File: config.mk
export PLATFORM = sky130hd
export DESIGN_NAME = hid_descriptor_range_extractor_unit
export DESIGN_NICKNAME = d
export VERILOG_FILES = /design/src/design/hdre_pkg.sv /design/src/design/hdre_item_step.sv /design/src/design/hid_descriptor_range_extractor_unit.sv
export SDC_FILE = /design/constraint.sdc
export NUM_CORES = 1
export LEC_CHECK = 0
export ABC_CLOCK_PERIOD_IN_PS = 16300
export BUFFER_PORTS_ARGS = -buffer_cell sky130_fd_sc_hd__clkbuf_2
export CORE_AREA = 2 2 202 204
export CTS_BUF_LIST = sky130_fd_sc_hd__clkbuf_2
export DETAILED_ROUTE_END_ITERATION = 8
export DIE_AREA = 0 0 204 206
export GPL_TIMING_DRIVEN = 1
export MAX_ROUTING_LAYER = met4
export PLACE_DENSITY = 0.9
export SETUP_SLACK_MARGIN = 0.3
export SLEW_MARGIN = 10
export SYNTH_ARGS = -nofsm -noshare
export SYNTH_HDL_FRONTEND = slang
export SYNTH_SLANG_ARGS = --single-unit
File: constraint.sdc
create_clock -name clk -period 16.3 [get_ports clk]
set_clock_uncertainty 0.15 [all_clocks]
set_input_delay 3.26 -clock clk [delete_from_list [all_inputs] [get_ports clk]]
set_output_delay 3.26 -clock clk [all_outputs]
set_load 0.02 [all_outputs]
File: src/design/hdre_pkg.sv
// Shared types, constants and helpers of the HID descriptor range extractor.
package hdre_pkg;

  localparam logic [3:0] MAX_NESTING = 4'd10;

  localparam logic [7:0] USAGE_TIP_PRESSURE = 8'h30;
  localparam logic [7:0] USAGE_TILT_X       = 8'h3D;
  localparam logic [7:0] USAGE_TILT_Y       = 8'h3E;

  localparam logic [3:0] TAG_MAIN_DATA_IN    = 4'h8;
  localparam logic [3:0] TAG_MAIN_COLLECTION = 4'hA;
  localparam logic [3:0] TAG_MAIN_END_COLL   = 4'hC;
  localparam logic [3:0] TAG_GLOBAL_USAGE    = 4'h0;
  localparam logic [3:0] TAG_GLOBAL_LOG_MIN  = 4'h1;
  localparam logic [3:0] TAG_GLOBAL_LOG_MAX  = 4'h2;
  localparam logic [3:0] TAG_GLOBAL_REPORT_ID = 4'h8;
  localparam logic [3:0] TAG_LOCAL_USAGE     = 4'h0;

  typedef enum logic [1:0] {
    ITEM_MAIN     = 2'd0,
    ITEM_GLOBAL   = 2'd1,
    ITEM_LOCAL    = 2'd2,
    ITEM_RESERVED = 2'd3
  } item_type_t;

  typedef struct packed {
    logic [7:0]  usage;
    logic [31:0] x_min;
    logic [31:0] x_max;
    logic [31:0] y_min;
    logic [31:0] y_max;
    logic [7:0]  tx_min;
    logic [7:0]  tx_max;
    logic [7:0]  ty_min;
    logic [7:0]  ty_max;
    logic [31:0] p_min;
    logic [31:0] p_max;
  } ranges_t;

  typedef struct packed {
    logic [2:0]  pending;
    logic [7:0]  prefix;
    logic [31:0] shift;
    logic [7:0]  last_pay;
    logic [31:0] glob_min;
    logic [31:0] glob_max;
    logic [31:0] saved_min;
    logic [31:0] saved_max;
    logic [3:0]  depth;
    logic [1:0]  input_idx;
    logic [7:0]  local_usage;
    ranges_t     ranges;
  } parse_state_t;

  // Payload byte count from the two low prefix bits: 0, 1, 2 or 4.
  function automatic logic [2:0] payload_size(input logic [1:0] code);
    logic [2:0] size;
    case (code)
      2'd0:    size = 3'd0;
      2'd1:    size = 3'd1;
      2'd2:    size = 3'd2;
      default: size = 3'd4;
    endcase
    return size;
  endfunction

endpackage

File: src/design/hdre_item_step.sv
// Next-state logic of the short-item parser for one descriptor byte.
module hdre_item_step (
  input  hdre_pkg::parse_state_t st,
  input  logic [7:0]             desc_byte,
  output hdre_pkg::parse_state_t st_nxt
);
  import hdre_pkg::*;

  logic       done;
  logic [7:0] exec_prefix;
  logic [31:0] payload;
  logic [2:0] cur_size;
  logic [2:0] exec_size;
  logic [2:0] pos_diff;
  logic [3:0] tag;
  item_type_t typ;

  always_comb begin
    st_nxt      = st;
    done        = 1'b0;
    exec_prefix = st.prefix;
    payload     = 32'd0;
    cur_size    = payload_size(st.prefix[1:0]);
    pos_diff    = cur_size - st.pending;

    if (st.pending == 3'd0) begin
      st_nxt.prefix  = desc_byte;
      st_nxt.shift   = 32'd0;
      st_nxt.pending = payload_size(desc_byte[1:0]);
      exec_prefix    = desc_byte;
      done           = (payload_size(desc_byte[1:0]) == 3'd0);
    end else begin
      payload        = st.shift | ({24'd0, desc_byte} << {pos_diff[1:0], 3'b000});
      st_nxt.shift   = payload;
      st_nxt.pending = st.pending - 3'd1;
      if (st.pending == 3'd1) begin
        done = 1'b1;
        if (cur_size == 3'd1) begin
          st_nxt.last_pay = desc_byte;
        end
      end
    end

    tag       = exec_prefix[7:4];
    typ       = item_type_t'(exec_prefix[3:2]);
    exec_size = payload_size(exec_prefix[1:0]);

    if (done) begin
      case (typ)
        ITEM_MAIN: begin
          case (tag)
            TAG_MAIN_DATA_IN: begin
              if (st.input_idx == 2'd0) begin
                if (st.ranges.x_max == 32'd0) begin
                  st_nxt.ranges.x_max = st.glob_max;
                  st_nxt.ranges.x_min = st.glob_min;
                end
              end else if (st.input_idx == 2'd1) begin
                if (st.ranges.y_max == 32'd0) begin
                  st_nxt.ranges.y_max = st.glob_max;
                  st_nxt.ranges.y_min = st.glob_min;
                end
              end else begin
                if (st.local_usage == USAGE_TILT_X && st.ranges.tx_max == 8'd0) begin
                  st_nxt.ranges.tx_max = st.glob_max[7:0];
                  st_nxt.ranges.tx_min = st.glob_min[7:0];
                end
                if (st.local_usage == USAGE_TILT_Y && st.ranges.ty_max == 8'd0) begin
                  st_nxt.ranges.ty_max = st.glob_max[7:0];
                  st_nxt.ranges.ty_min = st.glob_min[7:0];
                end
                if (st.local_usage == USAGE_TIP_PRESSURE && st.ranges.p_max == 32'd0) begin
                  st_nxt.ranges.p_max = st.glob_max;
                  st_nxt.ranges.p_min = st.glob_min;
                end
              end
              if (st.input_idx < 2'd2) begin
                st_nxt.input_idx = st.input_idx + 2'd1;
              end
            end
            TAG_MAIN_COLLECTION: begin
              if (st.depth != MAX_NESTING) begin
                st_nxt.depth     = st.depth + 4'd1;
                st_nxt.saved_min = st.glob_min;
                st_nxt.saved_max = st.glob_max;
              end
            end
            TAG_MAIN_END_COLL: begin
              if (st.depth != 4'd0) begin
                st_nxt.depth    = st.depth - 4'd1;
                st_nxt.glob_min = st.saved_min;
                st_nxt.glob_max = st.saved_max;
              end
            end
            default: begin
            end
          endcase
        end
        ITEM_GLOBAL: begin
          if (tag == TAG_GLOBAL_USAGE && st.ranges.usage == 8'd0) begin
            st_nxt.ranges.usage = st_nxt.last_pay;
          end
          if (tag == TAG_GLOBAL_REPORT_ID) begin
            st_nxt.input_idx = 2'd0;
          end
          if (exec_size != 3'd0) begin
            if (tag == TAG_GLOBAL_LOG_MIN) begin
              st_nxt.glob_min = payload;
            end else if (tag == TAG_GLOBAL_LOG_MAX) begin
              st_nxt.glob_max = payload;
            end
          end
        end
        ITEM_LOCAL: begin
          if (tag == TAG_LOCAL_USAGE) begin
            st_nxt.local_usage = st_nxt.last_pay;
          end
        end
        default: begin
        end
      endcase
    end
  end

endmodule

File: src/design/hid_descriptor_range_extractor_unit.sv
// Top level of the HID report descriptor range extractor.
// The block takes one descriptor byte per clock cycle with no gaps of its own, and
// each byte updates the parser registers in the cycle it is accepted. The byte flagged
// last loads the result register, which shows the transaction on the next cycle, and
// returns the parser to its reset state so that the next descriptor can start at once.
// The input stalls only when a last byte arrives while the previous result is still
// held by a stalled output; all other bytes are taken in every cycle.
module hid_descriptor_range_extractor_unit (
  input  logic              clk,
  input  logic              rst_n,
  input  logic              in_valid,
  output logic              in_stall,
  input  logic [7:0]        in_desc_byte,
  input  logic              in_last_byte,
  output logic              out_valid,
  input  logic              out_stall,
  output logic [7:0]        out_device_usage,
  output logic [31:0]       out_x_min,
  output logic [31:0]       out_x_max,
  output logic [31:0]       out_y_min,
  output logic [31:0]       out_y_max,
  output logic signed [7:0] out_tilt_x_min,
  output logic signed [7:0] out_tilt_x_max,
  output logic signed [7:0] out_tilt_y_min,
  output logic signed [7:0] out_tilt_y_max,
  output logic [31:0]       out_pressure_min,
  output logic [31:0]       out_pressure_max,
  output logic              out_truncated
);
  import hdre_pkg::*;

  parse_state_t st_r;
  parse_state_t st_nxt;
  ranges_t      res_r;
  logic         trunc_r;
  logic         out_valid_r;
  logic         in_fire;

  hdre_item_step u_step (
    .st        (st_r),
    .desc_byte (in_desc_byte),
    .st_nxt    (st_nxt)
  );

  assign in_stall = in_last_byte && out_valid_r && out_stall;
  assign in_fire  = in_valid && !in_stall;

  always_ff @(posedge clk) begin
    if (!rst_n) begin
      st_r        <= '0;
      out_valid_r <= 1'b0;
    end else begin
      if (in_fire) begin
        st_r <= in_last_byte ? parse_state_t'('0) : st_nxt;
      end
      if (in_fire && in_last_byte) begin
        out_valid_r <= 1'b1;
      end else if (!out_stall) begin
        out_valid_r <= 1'b0;
      end
    end
  end

  always_ff @(posedge clk) begin
    if (in_fire && in_last_byte) begin
      res_r   <= st_nxt.ranges;
      trunc_r <= (st_nxt.pending != 3'd0);
    end
  end

  assign out_valid        = out_valid_r;
  assign out_device_usage = res_r.usage;
  assign out_x_min        = res_r.x_min;
  assign out_x_max        = res_r.x_max;
  assign out_y_min        = res_r.y_min;
  assign out_y_max        = res_r.y_max;
  assign out_tilt_x_min   = $signed(res_r.tx_min);
  assign out_tilt_x_max   = $signed(res_r.tx_max);
  assign out_tilt_y_min   = $signed(res_r.ty_min);
  assign out_tilt_y_max   = $signed(res_r.ty_max);
  assign out_pressure_min = res_r.p_min;
  assign out_pressure_max = res_r.p_max;
  assign out_truncated    = trunc_r;

endmodule

**After elaboration in Yosys (flattened, before gate mapping)**

Cells that the tools add are included.
W data, S select, Z words.

- Flip-flop bits (word level): 659
- Output and inout port bits: 235

- $add $sub $neg: 5
- Order comparisons: 1
- Equality and inequality tests: 32
- Shift operators: 1
- Multiplexer cells: 47
- Bitwise logic cells: 1
- Reductions and logical operators: 40

Operators by type and width:

| cell | number |
|---|---|
| $mux W64 | 9 |
| $mux W224 | 2 |
| $mux W425 | 1 |
| $mux W374 | 1 |
| $mux W160 | 1 |
| $mux W68 | 2 |
| $mux W32 | 4 |
| $pmux W64 S2 | 1 |
| $logic_not A32 Y1 | 3 |
| $mux W96 | 1 |
| $mux W8 | 8 |
| $mux W16 | 2 |
| $or A32 B32 Y32 | 1 |
| $shl A8 B5 Y32 | 1 |
| $ne A3 B2 Y1 const B | 9 |
| $pmux W3 S3 | 3 |
| $eq A8 B6 Y1 const B | 3 |
| $logic_not A8 Y1 | 3 |
| $eq A4 B4 Y1 const B | 3 |
| $reduce_and A6 Y1 | 2 |
| $reduce_bool A2 Y1 | 6 |
| $reduce_bool A3 Y1 | 4 |
| $eq A2 B1 Y1 const B | 5 |
| $logic_not A2 Y1 | 5 |
| 28 further kinds | 47 |

**Longest topological paths before layout**

- Word-level depth: 12
- Gate-level depth with buffers: 13
- Gate-level depth less buffers: 11

**Hierarchy**

A second synthesis with hierarchy kept.

- Cells, all modules: 1965
- Area, all modules: 25822.3 um^2

Modules (own cells, without submodules):

| module | instances | cells each | area each (um^2) | sequential area each (um^2) |
|---|---|---|---|---|
| hid_descriptor_range_extractor_unit | 1 | 1188 | 19965.4 | 15524.9 |
| hdre_item_step | 1 | 777 | 5856.9 | 0.0 |

**Worst setup path after synthesis**

OpenSTA, ideal clock, no wires.

- Kind: input-to-reg
- From: input port in_last_byte
- To: register res_r, in the netlist out_device_usage[0], enable pin
- Setup time: 0.584 ns
- Data arrival time: 8.627 ns
- Required time: 15.566 ns
- Path slack: 6.939 ns
- Stages on the path: 7
- Cells stage by stage: buf_2 > nand3_1 > and2_1 > clkbuf_1 > nand2_1 > clkbuf_1 > inv_1

- Longest elaborated chain between the ends: 5

Ends and longest elaborated chain:

| item | RTL line | RTL |
|---|---|---|
| start, declared | hid_descriptor_range_extractor_unit.sv:14 | `input logic in_last_byte,` |
| $logic_and A1 B1 Y1 (2 in series) | hid_descriptor_range_extractor_unit.sv:45 | `assign in_stall = in_last_byte && out_valid_r && out_stall;` |
| $logic_not A1 Y1 | hid_descriptor_range_extractor_unit.sv:46 | `assign in_fire = in_valid && !in_stall;` |
| $logic_and A1 B1 Y1 | hid_descriptor_range_extractor_unit.sv:46 |  |
| $logic_and A1 B1 Y1 * | hid_descriptor_range_extractor_unit.sv:65 | `if (in_fire && in_last_byte) begin` |
| end signal, assigned | hid_descriptor_range_extractor_unit.sv:66 | `res_r <= st_nxt.ranges;` |
| end, declared | hid_descriptor_range_extractor_unit.sv:34 | `ranges_t res_r;` |

Every way passes the cells marked *; elsewhere a longest branch is shown, timed or not.
A chain may end at the register's enable or synchronous reset.

**Final worst setup path**

- From: input port in_last_byte
- To: output port in_stall

- Longest elaborated chain between the ends: 2

Ends and longest elaborated chain:

| item | RTL line | RTL |
|---|---|---|
| $logic_and A1 B1 Y1 (2 in series) | hid_descriptor_range_extractor_unit.sv:45 |  |
| end, declared | hid_descriptor_range_extractor_unit.sv:12 | `output logic in_stall,` |

No other way between the ends.

==> summary.md <==
| Metric | Value |
|---|---|
| Run status | `finished clean` |
| Async S/R FF share, synth | `0%` |
| Sequential share of the synthesized area | `60.8%` |
| Worst-Skew Late Latency | `1.19 ns` |
| Commonest non-fill, non-tap cell in the layout | `clkbuf_2` |
| Mapped Cells | `2324` |
| Tmin final | `7.53 ns` |
| Max-slew violation count | `0` |
| Worst Setup Path Type | `primary input to primary output` |
| Die Y | `206 um` |
| Vias per std cell | `6.22` |
| Sum Neg Setup Slack | `0 ns` |
| Peak supply drop | `0.0000674 V` |
| Area taken by multi-input logic gates | `0.00928 mm2` |
| Tcrit/Tclk final | `46.2%` |
| Combinational power share | `5.4%` |
| Fmax | `0.133 GHz` |
| Area Growth Syn to Fin | `11.7%` |
| First-pass GRT wire length | `105 mm` |
| Crit-path most repeated cell | `clkbuf_2` |
| Die ar. | `0.0420 mm2` |
| Required @ worst endpoint | `12.89 ns` |
| Routability cong. | `0.926` |
| Post-synth design cell area | `0.0255 mm2` |
| Crit-path cells | `clkbuf_2 -> nand3_1 -> inv_1 -> clkbuf_2` |
| Die width | `204 um` |
| Net Sw Power | `777 uW` |
| CP Depth | `4` |
| Clock slew at reported path FFs | `0.11 ns` |
| Post-Route WL | `68.2 mm` |
| Root Buffer | `clkbuf_2` |
| Mapped Avg Cell Area | `11.0 um2` |
| Worst path slowest cell | `clkbuf_2` |
| Crit path max-delay family | `buffers and inverters` |
| Largest net degree at the start of global routing | `149` |
| All-Layer GR Usage | `32.9%` |
| #FFs+latches synth | `659` |
| Core area | `0.0402 mm2` |
| Dpl cells | `2943` |
| Number of distinct library cells after synthesis | `70` |
| Detailed Routing Iterations Pass 1 | `6` |
| Internal Power | `2.25 mW` |
| Clock Power Share | `37.6%` |
| Layout Cells excl Fill | `3230` |
| Switching share of power | `25.7%` |
| Congestion Overflow GR | `0` |
| Detailed Place HPWL | `43.4 mm` |
| Number of synthesized flops with an enable pin | `233` |
| Ports | `248` |
| Vias | `20.1k` |
| Crit-path max FO | `18` |
| Crit path DAT | `4.12 ns` |
| 1st-iter DRT viols | `2242` |
| Max-slew headroom | `15.6%` |
| RSZ-0062 raised after global routing | `false` |
| CP peak stage delay | `0.40 ns` |
| # fillers | `2678` |
| Cts repair resizes | `0` |
| Vias in the first global route | `19.5k` |
| Setup Fix Bufs, Post-CTS | `0` |
| Final setup viols | `0` |
| Synthesized Nets | `2345` |
| Initial antenna violation count | `4` |
| Clock Tree Buf Depth | `3` |
| Initial Util | `63.6%` |
| H-tree Lvls | `4` |
| Number of max-cap violations | `0` |
| Synth warn | `0` |
| Worst setup SP type | `primary input` |
| P per Cell Area | `106 mW/mm2` |
| Seq. cell area | `0.0155 mm2` |
| Ys flop type | `dfxtp_1` |
| Hold Buf Count CTS | `0` |
| Slew @ Worst Pin | `1.26 ns` |
| Final Hold Viols | `0` |
| Worst Hold Depth | `2` |
| CTS Buf Count | `153` |
| Nets | `2587` |
| Buf/Inv on CP | `3` |
| Detailed-route DRC error count | `0` |
| HP Class | `flip-flop to flip-flop` |
| Most frequent cells in the layout | `clkbuf_2 (481), dfxtp_1 (426), nand2_1 (268)` |
| Share of cells above drive strength 1 | `23.6%` |
| IO buf count | `247` |
| Leak | `11.9 nW` |
| Crit end category | `primary output` |
| CTS tree | `built` |
| Row cnt | `74` |
| Clock sinks | `659` |
| Power share of the sequential group | `57.1%` |
| Final ANT Viol Nets | `0` |
| Path depth of the worst reg2reg path | `9` |
| Wire length per cell | `21.1 um` |
[per-layer routing]
| layer | global-route usage (%) | share of wire, % | vias to the layer above |
|---|---|---|---|
| li1 | - | - | 9034 |
| met1 | 39.7 | 38 | 9624 |
| met2 | 52.1 | 49 | 1215 |
| met3 | 7.54 | 9.7 | 212 |
| met4 | 16.5 | 4.0 | 0 |
| met5 | - | 0 | - |
[final cells by class]
cell class / instances / share of cell area (%)
diodes: 5 / 0.0439
clock buffers: 235 / 4.12
clock inverters: 47 / 1.32
inverters: 12 / 0.184
multi-input cells: 1466 / 32.5
flip-flops and latches: 659 / 54.4
well taps: 532 / 2.33
repair buffers: 274 / 5.04
[cells by family (layout without fill, tap and decap cells)]
kind of cell / count (synthesis) / after routing / share of synthesized area [%]
flip-flops: 659 / 659 / 60.8
AND/OR/NAND/NOR: 646 / 646 / 11.8
AO/OA/AOI/OAI: 639 / 639 / 16.6
buffers and inverters: 199 / 568 / 3.14
multiplexers: 168 / 168 / 7.14
adder cells (fa/ha/maj): 8 / 8 / 0.392
XOR/XNOR: 5 / 5 / 0.171
other: 0 / 5 / 0
[power by group through the flow]
stage	combinational, mW	sequential [mW]	clock [mW]
floorplan	0.0880	1.79	0
global placement	0.154	1.76	0
detailed placement	0.158	1.77	0
CTS	0.158	1.73	1.15
global route	0.173	1.73	1.23
finish	0.162	1.73	1.14
[final timing paths]
| kind | startpoint | slack, ns | endpoint |
|---|---|---|---|
| min | st_r[89] | 0.32 | st_r[89] |
| max reg2reg | st_r[422] | 11.80 | st_r[134] |
| min reg2reg | st_r[89] | 0.32 | st_r[89] |
| max | in_last_byte | 8.77 | in_stall |
[synthesized netlist by cell type (all sizes together) (7+ instances only)]
master   count  share of area, %
nand2      269               4.0
a22oi        9              0.26
nand4        8              0.22
inv         11              0.16
a21oi      132               2.6
nand3      143               2.8
clkbuf     133               2.0
a22o        24              0.82
dfxtp      426                33
nor3        14              0.27
o21ai      143               2.8
mux2i       55               2.2
edfxtp     233                27
buf         54               1.0
a31oi       35              0.86
o21bai       8              0.24
o211ai      10              0.29
a21boi      64               1.9
mux2       113               5.0
a32o         7              0.27
o2bb2ai     64               2.2
o41ai        8              0.27
and2        16              0.39
nor4        27              0.74
nor2       106               1.6
and3        10              0.24
ha           8              0.39
nor2b       17              0.42
a21o       116               3.4
[state kept, by name, indices dropped and copies added, names as in the netlist]
register,flops
out_device_usage,8
out_y_max,32
out_x_min,32
out_tilt_y_max,8
out_truncated,1
st_r,425
out_valid,1
out_y_min,32
out_x_max,32
out_pressure_max,32
out_tilt_y_min,8
out_tilt_x_max,8
out_pressure_min,32
out_tilt_x_min,8
[per-stage QoR]
step / setup slack, ns / utilization [%] / hold slack, ns / power [mW] / instance area (um2)
2_1_floorplan: 6.94 / - / 0.282 / 1.88 / 25500
3_3_place_gp: 8.81 / 67.1 / 0.289 / 1.92 / 27000
3_5_place_dp: 8.80 / 67.1 / 0.297 / 1.92 / 27000
4_1_cts: 8.81 / 70.9 / 0.314 / 3.03 / 28500
5_1_grt: 8.71 / 71.0 / 0.337 / 3.13 / 28500
6_report: 8.77 / 71.0 / 0.316 / 3.03 / 28500
[worst reg2reg max path, delay by kind of cell, from the launching register on]
family	cells	cell delay, ns
flops	1	0.36
fa+ha+maj	1	0.39
simple gates	4	2.07
buf+inv	2	0.81
compound gates	2	0.62
Power figures use the tool's default switching activity.
